===== config.mk =====
export PLATFORM = sky130hd
export DESIGN_NAME = two_pole_multimode_svf_top
export DESIGN_NICKNAME = d
export VERILOG_FILES = /design/src/svf_pkg.sv /design/src/svf_alu.sv /design/src/svf_ctrl.sv /design/src/two_pole_multimode_svf_top.sv
export SDC_FILE = /design/constraint.sdc
export NUM_CORES = 2
export LEC_CHECK = 0
export BUFFER_PORTS_ARGS = -buffer_cell sky130_fd_sc_hd__buf_2
export CORE_ASPECT_RATIO = 1.5
export CORE_MARGIN = 1
export CORE_UTILIZATION = 40
export CTS_BUF_LIST = sky130_fd_sc_hd__clkbuf_4
export DETAILED_ROUTE_END_ITERATION = 8
export PLACE_DENSITY = 0.54
export SETUP_SLACK_MARGIN = 0.05
export SYNTH_ARGS = -nofsm -noshare
export SYNTH_HDL_FRONTEND = slang
export SYNTH_SLANG_ARGS = --single-unit

===== constraint.sdc =====
create_clock -name clk -period 22.8 [get_ports clk]
set_input_delay 0 -clock clk [delete_from_list [all_inputs] [get_ports clk]]
set_output_delay 0 -clock clk [all_outputs]
set_load 0.03 [all_outputs]

===== src/svf_pkg.sv =====
// shared types, constants and the step program of the two-pole filter
// no dependencies; used by svf_alu, svf_ctrl and two_pole_multimode_svf_top
package svf_pkg;

    localparam int FRAC       = 24;
    localparam int K_A        = 173799;
    localparam int K_B        = 154490;
    localparam int K_C        = 3103785;
    localparam int K_D        = 838861;
    localparam int K_X        = 1469684;
    localparam int K_PUSH     = 17364419;
    localparam int K_GAIN     = 12415140;
    localparam int K_HALF     = 8388608;
    localparam int K_ONE      = 16777216;
    localparam int GAIN_RESET = 16777216;

    localparam logic [2:0] CFG_GAIN_START = 3'd0;
    localparam logic [2:0] CFG_DAMP_START = 3'd1;
    localparam logic [2:0] CFG_GAIN_STEP  = 3'd2;
    localparam logic [2:0] CFG_DAMP_STEP  = 3'd3;
    localparam logic [2:0] CFG_MODE       = 3'd4;

    localparam logic [1:0] MODE_LP    = 2'd0;
    localparam logic [1:0] MODE_BP    = 2'd1;
    localparam logic [1:0] MODE_HP    = 2'd2;
    localparam logic [1:0] MODE_NOTCH = 2'd3;

    localparam int PROG_LEN = 34;
    localparam int PC_W     = 6;

    typedef enum logic [1:0] {ALU_ADD, ALU_SUB, ALU_MUL, ALU_DIV} alu_op_t;
    typedef enum logic [1:0] {AS_IDLE, AS_MUL, AS_DIV, AS_DONE} alu_state_t;
    typedef enum logic [1:0] {CS_IDLE, CS_ISSUE, CS_WAIT, CS_FIN} ctrl_state_t;

    typedef enum logic [4:0] {
        SRC_S1, SRC_S2, SRC_GAIN, SRC_DAMP, SRC_SAMP, SRC_GSTEP, SRC_DSTEP,
        SRC_X, SRC_P, SRC_RT, SRC_T, SRC_N, SRC_D, SRC_V, SRC_Y1, SRC_Y2, SRC_A,
        SRC_KA, SRC_KB, SRC_KC, SRC_KD, SRC_KX, SRC_KONE, SRC_KFB, SRC_KHALF,
        SRC_KGAIN, SRC_YSEL, SRC_MSEL
    } src_t;

    typedef enum logic [3:0] {
        DST_S1, DST_S2, DST_GAIN, DST_DAMP, DST_X, DST_P, DST_RT, DST_T,
        DST_N, DST_D, DST_V, DST_Y1, DST_Y2, DST_A, DST_M
    } dst_t;

    typedef enum logic [1:0] {COND_ALWAYS, COND_HALF, COND_NOTCH} cond_t;

    typedef struct packed {
        alu_op_t op;
        src_t    src_a;
        src_t    src_b;
        dst_t    dst;
        cond_t   cond;
    } step_t;

    typedef struct packed {
        logic    in_ready;
        logic    start;
        alu_op_t op;
        src_t    src_a;
        src_t    src_b;
        logic    wr_en;
        dst_t    dst;
        logic    out_load;
    } ctrl_t;

    function automatic step_t mk(input alu_op_t op, input src_t a, input src_t b,
                                 input dst_t d, input cond_t c);
        step_t s;
        s.op    = op;
        s.src_a = a;
        s.src_b = b;
        s.dst   = d;
        s.cond  = c;
        return s;
    endfunction

    function automatic step_t prog_step(input logic [PC_W-1:0] pc);
        step_t s;
        unique case (pc)
            6'd0:  s = mk(ALU_ADD, SRC_GAIN, SRC_GSTEP, DST_GAIN, COND_ALWAYS);
            6'd1:  s = mk(ALU_ADD, SRC_DAMP, SRC_DSTEP, DST_DAMP, COND_ALWAYS);
            6'd2:  s = mk(ALU_MUL, SRC_S1,   SRC_KX,    DST_X,    COND_ALWAYS);
            6'd3:  s = mk(ALU_MUL, SRC_KA,   SRC_X,     DST_P,    COND_ALWAYS);
            6'd4:  s = mk(ALU_ADD, SRC_P,    SRC_KB,    DST_P,    COND_ALWAYS);
            6'd5:  s = mk(ALU_MUL, SRC_P,    SRC_X,     DST_P,    COND_ALWAYS);
            6'd6:  s = mk(ALU_ADD, SRC_P,    SRC_KC,    DST_P,    COND_ALWAYS);
            6'd7:  s = mk(ALU_MUL, SRC_P,    SRC_X,     DST_P,    COND_ALWAYS);
            6'd8:  s = mk(ALU_ADD, SRC_P,    SRC_KD,    DST_P,    COND_ALWAYS);
            6'd9:  s = mk(ALU_MUL, SRC_P,    SRC_X,     DST_P,    COND_ALWAYS);
            6'd10: s = mk(ALU_ADD, SRC_P,    SRC_KONE,  DST_P,    COND_ALWAYS);
            6'd11: s = mk(ALU_SUB, SRC_P,    SRC_KFB,   DST_P,    COND_ALWAYS);
            6'd12: s = mk(ALU_ADD, SRC_DAMP, SRC_P,     DST_RT,   COND_ALWAYS);
            6'd13: s = mk(ALU_MUL, SRC_S1,   SRC_RT,    DST_T,    COND_ALWAYS);
            6'd14: s = mk(ALU_ADD, SRC_T,    SRC_T,     DST_T,    COND_ALWAYS);
            6'd15: s = mk(ALU_SUB, SRC_SAMP, SRC_T,     DST_N,    COND_ALWAYS);
            6'd16: s = mk(ALU_MUL, SRC_GAIN, SRC_S1,    DST_T,    COND_ALWAYS);
            6'd17: s = mk(ALU_SUB, SRC_N,    SRC_T,     DST_N,    COND_ALWAYS);
            6'd18: s = mk(ALU_SUB, SRC_N,    SRC_S2,    DST_N,    COND_ALWAYS);
            6'd19: s = mk(ALU_ADD, SRC_RT,   SRC_RT,    DST_T,    COND_ALWAYS);
            6'd20: s = mk(ALU_ADD, SRC_T,    SRC_GAIN,  DST_T,    COND_ALWAYS);
            6'd21: s = mk(ALU_MUL, SRC_GAIN, SRC_T,     DST_T,    COND_ALWAYS);
            6'd22: s = mk(ALU_ADD, SRC_KONE, SRC_T,     DST_D,    COND_ALWAYS);
            6'd23: s = mk(ALU_DIV, SRC_N,    SRC_D,     DST_V,    COND_ALWAYS);
            6'd24: s = mk(ALU_MUL, SRC_V,    SRC_GAIN,  DST_T,    COND_ALWAYS);
            6'd25: s = mk(ALU_ADD, SRC_T,    SRC_S1,    DST_Y1,   COND_ALWAYS);
            6'd26: s = mk(ALU_ADD, SRC_T,    SRC_Y1,    DST_S1,   COND_ALWAYS);
            6'd27: s = mk(ALU_MUL, SRC_Y1,   SRC_GAIN,  DST_T,    COND_ALWAYS);
            6'd28: s = mk(ALU_ADD, SRC_T,    SRC_S2,    DST_Y2,   COND_ALWAYS);
            6'd29: s = mk(ALU_ADD, SRC_T,    SRC_Y2,    DST_S2,   COND_ALWAYS);
            6'd30: s = mk(ALU_MUL, SRC_YSEL, SRC_KHALF, DST_A,    COND_HALF);
            6'd31: s = mk(ALU_MUL, SRC_V,    SRC_KHALF, DST_T,    COND_NOTCH);
            6'd32: s = mk(ALU_ADD, SRC_A,    SRC_T,     DST_M,    COND_NOTCH);
            6'd33: s = mk(ALU_MUL, SRC_MSEL, SRC_KGAIN, DST_T,    COND_ALWAYS);
            default: s = mk(ALU_ADD, SRC_T, SRC_T, DST_T, COND_ALWAYS);
        endcase
        return s;
    endfunction

endpackage


===== src/svf_alu.sv =====
// shared arithmetic unit: saturating add and subtract in the same cycle as start,
// chunked magnitude multiply and bit-serial restoring divide; uses svf_pkg
module svf_alu #(
    parameter int W  = 32,
    parameter int AW = 34
) (
    input  logic                 clk,
    input  logic                 rst_n,
    input  logic                 start,
    input  svf_pkg::alu_op_t     op,
    input  logic signed [AW-1:0] a,
    input  logic signed [AW-1:0] b,
    output logic                 done,
    output logic signed [W-1:0]  y
);

    localparam int FRAC = svf_pkg::FRAC;
    localparam int CH   = 16;
    localparam int NCH  = (AW + CH - 1) / CH;
    localparam int BW   = NCH * CH;
    localparam int PW   = 2 * AW;
    localparam int DVW  = W + 1 + FRAC;
    localparam int CW   = $clog2(DVW);
    localparam logic [W:0] LIM = {2'b01, {(W-1){1'b0}}};
    localparam logic signed [AW-1:0] VMAX_A =
        $signed({{(AW-W+1){1'b0}}, {(W-1){1'b1}}});
    localparam logic signed [AW-1:0] VMIN_A = ~VMAX_A;

    svf_pkg::alu_state_t state_reg, state_next;
    logic [CW-1:0]       cnt_reg, cnt_next;
    svf_pkg::alu_op_t    op_reg, op_next;
    logic                neg_reg, neg_next;
    logic                zero_reg, zero_next;
    logic [W-1:0]        zres_reg, zres_next;
    logic [AW-1:0]       ua_reg, ua_next;
    logic [BW-1:0]       ub_reg, ub_next;
    logic [PW-1:0]       acc_reg, acc_next;
    logic [DVW-1:0]      dv_reg, dv_next;
    logic [W:0]          rem_reg, rem_next;
    logic [W:0]          q_reg, q_next;

    logic signed [AW-1:0] sum;
    logic [AW+CH-1:0]     pp;
    logic [PW-1:0]        mr;
    logic [W:0]           mc;
    logic [W:0]           rn;
    logic [W:0]           q1;
    logic [AW-1:0]        mag_num;

    function automatic logic [AW-1:0] mag_a(input logic signed [AW-1:0] x);
        return x[AW-1] ? (~x + 1'b1) : x;
    endfunction

    function automatic logic signed [W-1:0] sat_w(input logic signed [AW-1:0] x);
        if (x > VMAX_A)
            return VMAX_A[W-1:0];
        if (x < VMIN_A)
            return VMIN_A[W-1:0];
        return x[W-1:0];
    endfunction

    function automatic logic [W-1:0] signed_from(input logic [W:0] m, input logic ng);
        if (m >= LIM)
            return ng ? VMIN_A[W-1:0] : VMAX_A[W-1:0];
        return ng ? (~m[W-1:0] + 1'b1) : m[W-1:0];
    endfunction

    assign sum = (op == svf_pkg::ALU_SUB) ? (a - b) : (a + b);
    assign pp  = ua_reg * ub_reg[BW-1 -: CH];
    assign mr  = acc_reg >> FRAC;
    assign mc  = (mr > PW'(LIM)) ? LIM : mr[W:0];
    assign rn  = {rem_reg[W-1:0], dv_reg[DVW-1]};
    assign q1  = (q_reg <= LIM) ? {q_reg[W-1:0], 1'b0} : q_reg;
    assign mag_num = mag_a(a);

    always_comb
    begin
        state_next = state_reg;
        cnt_next   = cnt_reg;
        op_next    = op_reg;
        neg_next   = neg_reg;
        zero_next  = zero_reg;
        zres_next  = zres_reg;
        ua_next    = ua_reg;
        ub_next    = ub_reg;
        acc_next   = acc_reg;
        dv_next    = dv_reg;
        rem_next   = rem_reg;
        q_next     = q_reg;
        done       = 1'b0;
        y          = sat_w(sum);
        unique case (state_reg)
            svf_pkg::AS_IDLE:
            begin
                op_next   = op;
                neg_next  = a[AW-1] ^ b[AW-1];
                zero_next = 1'b0;
                cnt_next  = '0;
                if (start && (op == svf_pkg::ALU_ADD || op == svf_pkg::ALU_SUB))
                begin
                    done = 1'b1;
                end
                else if (start && op == svf_pkg::ALU_MUL)
                begin
                    ua_next    = mag_num;
                    ub_next    = BW'(mag_a(b));
                    acc_next   = '0;
                    state_next = svf_pkg::AS_MUL;
                end
                else if (start && op == svf_pkg::ALU_DIV)
                begin
                    if (b == '0)
                    begin
                        zero_next  = 1'b1;
                        zres_next  = (a == '0) ? '0 :
                                     (a[AW-1] ? VMIN_A[W-1:0] : VMAX_A[W-1:0]);
                        state_next = svf_pkg::AS_DONE;
                    end
                    else
                    begin
                        ua_next    = mag_a(b);
                        dv_next    = {1'b0, mag_num[W-1:0], {FRAC{1'b0}}};
                        rem_next   = '0;
                        q_next     = '0;
                        state_next = svf_pkg::AS_DIV;
                    end
                end
            end
            svf_pkg::AS_MUL:
            begin
                acc_next = (acc_reg << CH) + PW'(pp);
                ub_next  = ub_reg << CH;
                cnt_next = cnt_reg + 1'b1;
                if (cnt_reg == CW'(NCH - 1))
                    state_next = svf_pkg::AS_DONE;
            end
            svf_pkg::AS_DIV:
            begin
                dv_next  = dv_reg << 1;
                cnt_next = cnt_reg + 1'b1;
                if (rn >= ua_reg[W:0])
                begin
                    rem_next = rn - ua_reg[W:0];
                    q_next   = (q1 <= LIM) ? (q1 | (W+1)'(1)) : q1;
                end
                else
                begin
                    rem_next = rn;
                    q_next   = q1;
                end
                if (cnt_reg == CW'(DVW - 1))
                    state_next = svf_pkg::AS_DONE;
            end
            svf_pkg::AS_DONE:
            begin
                done = 1'b1;
                if (zero_reg)
                    y = zres_reg;
                else if (op_reg == svf_pkg::ALU_MUL)
                    y = signed_from(mc, neg_reg);
                else
                    y = signed_from(q_reg, neg_reg);
                state_next = svf_pkg::AS_IDLE;
            end
            default:
            begin
                state_next = svf_pkg::AS_IDLE;
            end
        endcase
    end

    always_ff @(posedge clk or negedge rst_n)
    begin
        if (!rst_n)
        begin
            state_reg <= svf_pkg::AS_IDLE;
            cnt_reg   <= '0;
        end
        else
        begin
            state_reg <= state_next;
            cnt_reg   <= cnt_next;
        end
    end

    always_ff @(posedge clk)
    begin
        op_reg   <= op_next;
        neg_reg  <= neg_next;
        zero_reg <= zero_next;
        zres_reg <= zres_next;
        ua_reg   <= ua_next;
        ub_reg   <= ub_next;
        acc_reg  <= acc_next;
        dv_reg   <= dv_next;
        rem_reg  <= rem_next;
        q_reg    <= q_next;
    end

endmodule


===== src/svf_ctrl.sv =====
// step sequencer: walks the filter program, issues operations to the shared
// unit and hands each word to the output register; uses svf_pkg
module svf_ctrl (
    input  logic             clk,
    input  logic             rst_n,
    input  logic             in_valid,
    input  logic             alu_done,
    input  logic [1:0]       mode,
    input  logic             out_busy,
    output svf_pkg::ctrl_t   ctl
);

    svf_pkg::ctrl_state_t         state_reg, state_next;
    logic [svf_pkg::PC_W-1:0]     pc_reg, pc_next;
    svf_pkg::step_t               step;
    logic                         run;
    logic                         last;
    logic                         adv;

    assign step = svf_pkg::prog_step(pc_reg);
    assign last = (pc_reg == svf_pkg::PC_W'(svf_pkg::PROG_LEN - 1));
    assign run  = (step.cond == svf_pkg::COND_ALWAYS) ||
                  (step.cond == svf_pkg::COND_HALF &&
                   (mode == svf_pkg::MODE_BP || mode == svf_pkg::MODE_NOTCH)) ||
                  (step.cond == svf_pkg::COND_NOTCH && mode == svf_pkg::MODE_NOTCH);

    always_comb
    begin
        state_next   = state_reg;
        pc_next      = pc_reg;
        adv          = 1'b0;
        ctl.in_ready = 1'b0;
        ctl.start    = 1'b0;
        ctl.op       = step.op;
        ctl.src_a    = step.src_a;
        ctl.src_b    = step.src_b;
        ctl.wr_en    = 1'b0;
        ctl.dst      = step.dst;
        ctl.out_load = 1'b0;
        unique case (state_reg)
            svf_pkg::CS_IDLE:
            begin
                ctl.in_ready = 1'b1;
                if (in_valid)
                begin
                    pc_next    = '0;
                    state_next = svf_pkg::CS_ISSUE;
                end
            end
            svf_pkg::CS_ISSUE:
            begin
                if (!run)
                begin
                    adv = 1'b1;
                end
                else
                begin
                    ctl.start = 1'b1;
                    if (alu_done)
                    begin
                        ctl.wr_en = 1'b1;
                        adv       = 1'b1;
                    end
                    else
                    begin
                        state_next = svf_pkg::CS_WAIT;
                    end
                end
            end
            svf_pkg::CS_WAIT:
            begin
                if (alu_done)
                begin
                    ctl.wr_en = 1'b1;
                    adv       = 1'b1;
                end
            end
            svf_pkg::CS_FIN:
            begin
                if (!out_busy)
                begin
                    ctl.out_load = 1'b1;
                    state_next   = svf_pkg::CS_IDLE;
                end
            end
            default:
            begin
                state_next = svf_pkg::CS_IDLE;
            end
        endcase
        if (adv)
        begin
            if (last)
            begin
                state_next = svf_pkg::CS_FIN;
            end
            else
            begin
                pc_next    = pc_reg + 1'b1;
                state_next = svf_pkg::CS_ISSUE;
            end
        end
    end

    always_ff @(posedge clk or negedge rst_n)
    begin
        if (!rst_n)
        begin
            state_reg <= svf_pkg::CS_IDLE;
            pc_reg    <= '0;
        end
        else
        begin
            state_reg <= state_next;
            pc_reg    <= pc_next;
        end
    end

endmodule


===== src/two_pole_multimode_svf_top.sv =====
// top level of the two-pole multimode state variable filter: operand
// registers, configuration, output register; uses svf_pkg, svf_alu, svf_ctrl
//
// channel   direction  word              handshake
// s_axis    in         tdata = sample_in  tvalid/tready
// m_axis    out        tdata = sample_out tvalid/tready
// cfg       in         cfg_addr/cfg_wdata cfg_we, no wait
//
// each word runs one bit-serial divide and 11 (lowpass, highpass) to 13 (notch)
// multiplies through the shared unit
// s_axis_tready is high only between words; a finished word waits in the
// output register while the next word is taken in
// reset clears the integrators and loads the start gain and damping
module two_pole_multimode_svf_top #(
    parameter int DATA_WIDTH = 32
) (
    input  logic        clk,
    input  logic        rst_n,
    input  logic        s_axis_tvalid,
    output logic        s_axis_tready,
    input  logic [31:0] s_axis_tdata,   // sample_in
    output logic        m_axis_tvalid,
    input  logic        m_axis_tready,
    output logic [31:0] m_axis_tdata,   // sample_out
    input  logic        cfg_we,
    input  logic [2:0]  cfg_addr,
    input  logic [31:0] cfg_wdata
);

    localparam int W  = DATA_WIDTH;
    localparam int AW = ((DATA_WIDTH > 32) ? DATA_WIDTH : 32) + 2;
    localparam logic signed [AW-1:0] VMAX_A =
        $signed({{(AW-W+1){1'b0}}, {(W-1){1'b1}}});
    localparam logic signed [AW-1:0] VMIN_A = ~VMAX_A;
    localparam logic signed [AW-1:0] OMAX_A = AW'(33'sd2147483647);
    localparam logic signed [AW-1:0] OMIN_A = ~OMAX_A;

    function automatic logic signed [W-1:0] sat_w(input logic signed [AW-1:0] x);
        if (x > VMAX_A)
            return VMAX_A[W-1:0];
        if (x < VMIN_A)
            return VMIN_A[W-1:0];
        return x[W-1:0];
    endfunction

    function automatic logic [31:0] sat32(input logic signed [W-1:0] x);
        logic signed [AW-1:0] xa;
        xa = AW'(x);
        if (xa > OMAX_A)
            return OMAX_A[31:0];
        if (xa < OMIN_A)
            return OMIN_A[31:0];
        return xa[31:0];
    endfunction

    svf_pkg::ctrl_t       ctl;
    logic                 alu_done;
    logic signed [W-1:0]  alu_y;
    logic signed [AW-1:0] opa, opb;
    logic                 out_busy;
    logic                 in_take;

    logic signed [W-1:0] s1_reg, s2_reg, gain_reg, damp_reg;
    logic signed [31:0]  gstep_reg, dstep_reg;
    logic [2:0]          mode_reg;
    logic signed [W-1:0] samp_reg, x_reg, p_reg, rt_reg, t_reg, n_reg, d_reg;
    logic signed [W-1:0] v_reg, y1_reg, y2_reg, a_reg, m_reg;
    logic                out_valid_reg;
    logic [31:0]         out_data_reg;

    function automatic logic signed [AW-1:0] pick(input svf_pkg::src_t s);
        logic signed [AW-1:0] r;
        case (s)
            svf_pkg::SRC_S1:    r = AW'(s1_reg);
            svf_pkg::SRC_S2:    r = AW'(s2_reg);
            svf_pkg::SRC_GAIN:  r = AW'(gain_reg);
            svf_pkg::SRC_DAMP:  r = AW'(damp_reg);
            svf_pkg::SRC_SAMP:  r = AW'(samp_reg);
            svf_pkg::SRC_GSTEP: r = AW'(gstep_reg);
            svf_pkg::SRC_DSTEP: r = AW'(dstep_reg);
            svf_pkg::SRC_X:     r = AW'(x_reg);
            svf_pkg::SRC_P:     r = AW'(p_reg);
            svf_pkg::SRC_RT:    r = AW'(rt_reg);
            svf_pkg::SRC_T:     r = AW'(t_reg);
            svf_pkg::SRC_N:     r = AW'(n_reg);
            svf_pkg::SRC_D:     r = AW'(d_reg);
            svf_pkg::SRC_V:     r = AW'(v_reg);
            svf_pkg::SRC_Y1:    r = AW'(y1_reg);
            svf_pkg::SRC_Y2:    r = AW'(y2_reg);
            svf_pkg::SRC_A:     r = AW'(a_reg);
            svf_pkg::SRC_KA:    r = AW'(svf_pkg::K_A);
            svf_pkg::SRC_KB:    r = AW'(svf_pkg::K_B);
            svf_pkg::SRC_KC:    r = AW'(svf_pkg::K_C);
            svf_pkg::SRC_KD:    r = AW'(svf_pkg::K_D);
            svf_pkg::SRC_KX:    r = AW'(svf_pkg::K_X);
            svf_pkg::SRC_KONE:  r = AW'(svf_pkg::K_ONE);
            svf_pkg::SRC_KFB:   r = mode_reg[2] ? AW'(svf_pkg::K_PUSH) : AW'(svf_pkg::K_ONE);
            svf_pkg::SRC_KHALF: r = AW'(svf_pkg::K_HALF);
            svf_pkg::SRC_KGAIN: r = AW'(svf_pkg::K_GAIN);
            svf_pkg::SRC_YSEL:  r = (mode_reg[1:0] == svf_pkg::MODE_BP) ? AW'(y1_reg)
                                                                         : AW'(y2_reg);
            svf_pkg::SRC_MSEL:
            begin
                case (mode_reg[1:0])
                    svf_pkg::MODE_LP: r = AW'(y2_reg);
                    svf_pkg::MODE_BP: r = AW'(a_reg);
                    svf_pkg::MODE_HP: r = AW'(v_reg);
                    default:          r = AW'(m_reg);
                endcase
            end
            default:            r = '0;
        endcase
        return r;
    endfunction

    always_comb
    begin
        opa = pick(ctl.src_a);
        opb = pick(ctl.src_b);
    end

    assign in_take  = s_axis_tvalid && ctl.in_ready;
    assign out_busy = out_valid_reg && !m_axis_tready;

    svf_ctrl u_ctrl (
        .clk      (clk),
        .rst_n    (rst_n),
        .in_valid (s_axis_tvalid),
        .alu_done (alu_done),
        .mode     (mode_reg[1:0]),
        .out_busy (out_busy),
        .ctl      (ctl)
    );

    svf_alu #(
        .W  (W),
        .AW (AW)
    ) u_alu (
        .clk   (clk),
        .rst_n (rst_n),
        .start (ctl.start),
        .op    (ctl.op),
        .a     (opa),
        .b     (opb),
        .done  (alu_done),
        .y     (alu_y)
    );

    // filter state and configuration
    always_ff @(posedge clk or negedge rst_n)
    begin
        if (!rst_n)
        begin
            s1_reg    <= '0;
            s2_reg    <= '0;
            gain_reg  <= sat_w(AW'(svf_pkg::GAIN_RESET));
            damp_reg  <= '0;
            gstep_reg <= '0;
            dstep_reg <= '0;
            mode_reg  <= '0;
        end
        else if (cfg_we)
        begin
            unique case (cfg_addr)
                svf_pkg::CFG_GAIN_START: gain_reg  <= sat_w(AW'({1'b0, cfg_wdata[30:0]}));
                svf_pkg::CFG_DAMP_START: damp_reg  <= sat_w(AW'($signed(cfg_wdata)));
                svf_pkg::CFG_GAIN_STEP:  gstep_reg <= $signed(cfg_wdata);
                svf_pkg::CFG_DAMP_STEP:  dstep_reg <= $signed(cfg_wdata);
                svf_pkg::CFG_MODE:       mode_reg  <= cfg_wdata[2:0];
                default:
                begin
                end
            endcase
        end
        else if (ctl.wr_en)
        begin
            case (ctl.dst)
                svf_pkg::DST_S1:   s1_reg   <= alu_y;
                svf_pkg::DST_S2:   s2_reg   <= alu_y;
                svf_pkg::DST_GAIN: gain_reg <= alu_y;
                svf_pkg::DST_DAMP: damp_reg <= alu_y;
                default:
                begin
                end
            endcase
        end
    end

    // working values of one word
    always_ff @(posedge clk)
    begin
        if (in_take)
            samp_reg <= sat_w(AW'($signed(s_axis_tdata)));
        if (ctl.wr_en)
        begin
            case (ctl.dst)
                svf_pkg::DST_X:  x_reg  <= alu_y;
                svf_pkg::DST_P:  p_reg  <= alu_y;
                svf_pkg::DST_RT: rt_reg <= alu_y;
                svf_pkg::DST_T:  t_reg  <= alu_y;
                svf_pkg::DST_N:  n_reg  <= alu_y;
                svf_pkg::DST_D:  d_reg  <= alu_y;
                svf_pkg::DST_V:  v_reg  <= alu_y;
                svf_pkg::DST_Y1: y1_reg <= alu_y;
                svf_pkg::DST_Y2: y2_reg <= alu_y;
                svf_pkg::DST_A:  a_reg  <= alu_y;
                svf_pkg::DST_M:  m_reg  <= alu_y;
                default:
                begin
                end
            endcase
        end
    end

    // output register
    always_ff @(posedge clk or negedge rst_n)
    begin
        if (!rst_n)
            out_valid_reg <= 1'b0;
        else if (ctl.out_load)
            out_valid_reg <= 1'b1;
        else if (m_axis_tready)
            out_valid_reg <= 1'b0;
    end

    always_ff @(posedge clk)
    begin
        if (ctl.out_load)
            out_data_reg <= sat32(t_reg);
    end

    assign s_axis_tready = ctl.in_ready;
    assign m_axis_tvalid = out_valid_reg;
    assign m_axis_tdata  = out_data_reg;

`ifndef SYNTHESIS
    a_no_load_over_held: assert property (@(posedge clk) disable iff (!rst_n)
        ctl.out_load |-> !out_busy)
        else $error("output word loaded over a word not yet taken");

    a_busy_after_take: assert property (@(posedge clk) disable iff (!rst_n)
        (s_axis_tvalid && s_axis_tready) |=> !s_axis_tready)
        else $error("input still ready after taking a word");

    a_done_written: assert property (@(posedge clk) disable iff (!rst_n)
        alu_done |-> ctl.wr_en)
        else $error("arithmetic result dropped by the sequencer");

    a_load_shows: assert property (@(posedge clk) disable iff (!rst_n)
        ctl.out_load |=> m_axis_tvalid)
        else $error("loaded word not presented");
`endif

endmodule

==> metrics.md <==
| Metric | Value |
|---|---|
| CP endpoint kind | register |
| Routed Antenna Nets | 0 |
| Clock Path Buffers | 4 |
| Clock Skew | 191 ps |
| Clock Sinks | 882 |
| Ys async rst share | 0.240 |
| Yosys warning count | 0 |
| Worst setup SP type | register |
| Final setup vio count | 0 |
| Post-synth EDFFs | 670 |
| Mean post-synth cell area | 9.90 sq um |
| Global-route wire length before repair | 501000 microns |
| Synth area leaders | edfxtp_1 29%, fa_1 14%, dfrtp_1 7.6%, nand2_1 4.8%, ha_1 4.2% |
| Worst-Skew Late Latency | 1330 ps |
| Dominant cell type by area after synthesis | edfxtp_1 |
| Overflow after GRT | 0 |
| CP Data Required Time | 23920 ps |
| Failing checks | capacitance limit, slew limit |
| Tcrit/Tclk final | 0.506 |
| Global Route Usage Sum | 0.413 |
| Post-route cell area | 0.0783 sq mm |
| Die W | 343 microns |
| Register area share after synthesis | 0.364 |
| Endpoints failing hold | 0 |
| Cell mode on critical path | buf_4 |
| DPL Wire Length | 264000 microns |
| Drt first pass iters | 9 |
| DP Area | 0.0735 sq mm |
| Slew Limit Fails | 3 |
| Run status | finished with violations |
| Initial Util | 0.403 |
| Area of the core | 0.173 sq mm |
| Most frequent cells in the layout | 898 x nand2_1, 670 x edfxtp_1, 639 x inv_1 |
| Drt initial violations | 6875 |
| Share of post-route cells with drive strength above 1 | 0.148 |
| Setup tns final | 0 ps |
| Antenna violations before repair | 23 |
| I/O Buffers | 105 |
| Max FO, Critical Path | 41 |
| Max reg flops | 68 |
| F_max | 0.0867 GHz |
| Minimum clock period | 11540 ps |
| Vias in the first global route | 62900 |
| Cells after Synth | 7048 |
| Cell variety after synth | 119 |
| Hold buffers post-CTS | 180 |
| Wirelength per Cell | 37.6 microns |
| Area growth syn-to-layout | 12.3% |
| Drt total wl | 367000 microns |
| Ys flop type | edfxtp_1 |
| Max-cap violations | 1 |
| Number of CTS-inserted buffers | 231 |
| Largest stage delay, worst path | 920 ps |
| Die H | 514 microns |
| Nets | 8094 |
| Vias per inst | 6.40 |
| Crit Path Class | register to register |
| Largest net degree at the start of global routing | 117 |
| Ports | 106 |
| CTS tree | yes |
| RSZ-0062 raised after global routing | no |
| H-tree level count | 4 |
| CTS root buf | clkbuf_4 |
| Hold Path Class | input port to register |
| Most common cell after layout, fill and taps aside | nand2_1 |
| Netlist Area Pre-Place | 0.0698 sq mm |
| Slew @ Worst Pin | 1640 ps |
| Number of synthesized register bits | 882 |
| Post-cts sizing count | 0 |
| Routability-driven placement congestion ratio | 1.04 |
| Drt drc | 0 |
| # rows | 187 |
| Die Area | 0.176 sq mm |
| Worst EP arrival | 12660 ps |
| Post CTS Setup Buffer Count | 0 |
| Post-Syn Nets | 7835 |
| Synth top area share | 0.288 |
| Worst relative slew slack | -0.107 |
| Final core utilization | 0.452 |
| Critical-path top delay cell | a21oi_2 |
| Vias | 62500 |
| Clock slew at reported path FFs | 60 ps |
-- layout make-up --
| class | count | area, sq um |
|---|---|---|
| Fill cell | 16700 | 94800 |
| Multi-Input combinational cell | 5000 | 40300 |
| Sequential cell | 882 | 25400 |
| Timing Repair Buffer | 544 | 4340 |
| Tap cell | 2268 | 2840 |
| Clock buffer | 343 | 2570 |
| Inverter | 648 | 2430 |
| Clock inverter | 73 | 437 |
| Antenna cell | 12 | 30.0 |
-- routing by layer --
layer  wire length [microns]  global-route usage  share of wire  vias to the layer above
li1                        -                   -              -                    25700
met1                  121000               0.429           0.33                    31500
met2                  176000               0.694           0.48                     3721
met3                   27000              0.0825          0.073                     1535
met4                   43400               0.391           0.12                       14
met5                      89                   0        0.00024                        -
-- cells in the mapped netlist (26+ instances only) --
cell       instances
nand2_1          900
edfxtp_1         670
inv_1            641
fa_1             482
clkbuf_1         391
nor2_1           369
a21oi_1          342
o21ai_0          264
ha_1             233
dfrtp_1          211
and2_1           193
nand3_1          156
mux2i_1          155
mux2_2           148
nor3_1           136
a22oi_1          131
xnor2_1          105
a21o_1            94
xor2_1            94
nand4_1           78
buf_2             70
a31oi_1           67
a211oi_1          60
a221o_1           58
a22o_1            47
nand2b_1          47
o31ai_1           46
nor2b_1           45
o22ai_1           44
nor4_1            42
and3_1            40
or3_1             37
a221oi_1          36
a32oi_1           35
a2111oi_0         34
mux4_2            33
o211ai_1          33
o21a_1            26
-- path summary, 6_finish.rpt --
path,endpoint,depth (start not counted),startpoint,slack (ps)
worst max-delay path,s1_reg[7]$_DFFE_PN0P_,30,u_ctrl.pc_reg[1]$_DFF_PN0_,11260
worst min-delay path,samp_reg[17]$_SDFFCE_PN1P_,3,s_axis_tdata[17],60
worst max register to register,s1_reg[7]$_DFFE_PN0P_,30,u_ctrl.pc_reg[1]$_DFF_PN0_,11260
worst min register to register,s1_reg[31]$_DFFE_PN0P_,2,s1_reg[31]$_DFFE_PN0P_,490
max in group asynchronous,u_ctrl.pc_reg[1]$_DFF_PN0_,7,rst_n,20440
min in group asynchronous,damp_reg[21]$_DFFE_PN0P_,5,rst_n,450
-- per-stage QoR --
stage,hold slack (ps),std cells,setup WS [ps]
after floorplan,-296,7048,12790
after global placement,43.5,9162,11710
after detailed placement,54.4,9162,11580
after CTS,6.85,9758,11540
after global routing,45.9,9763,10820
final,61.7,9770,11260
-- cells by family after synthesis --
| logic type | synth area share |
|---|---|
| AO/OA/AOI/OAI | 0.159 |
| XOR/XNOR | 0.0256 |
| adder cells (fa/ha/maj) | 0.180 |
| buffers and inverters | 0.0672 |
| flip-flops | 0.364 |
| multiplexers | 0.0570 |
| AND/OR/NAND/NOR | 0.147 |
-- critical path: cells and delay by family, from the launching register on --
family / cells / cell delay [ps]
DFF: 1 / 630
adders and majority gates: 2 / 820
xor gates and xnor gates: 2 / 550
buffers and inverters: 6 / 2430
and+or+nand+nor: 9 / 2760
AOI/OAI and AO/OA: 10 / 3770
muxes: 1 / 310
Power is left out: the tool's default activity adds up to more than one toggle a clock period on the data nets, which glitch-free logic cannot reach.
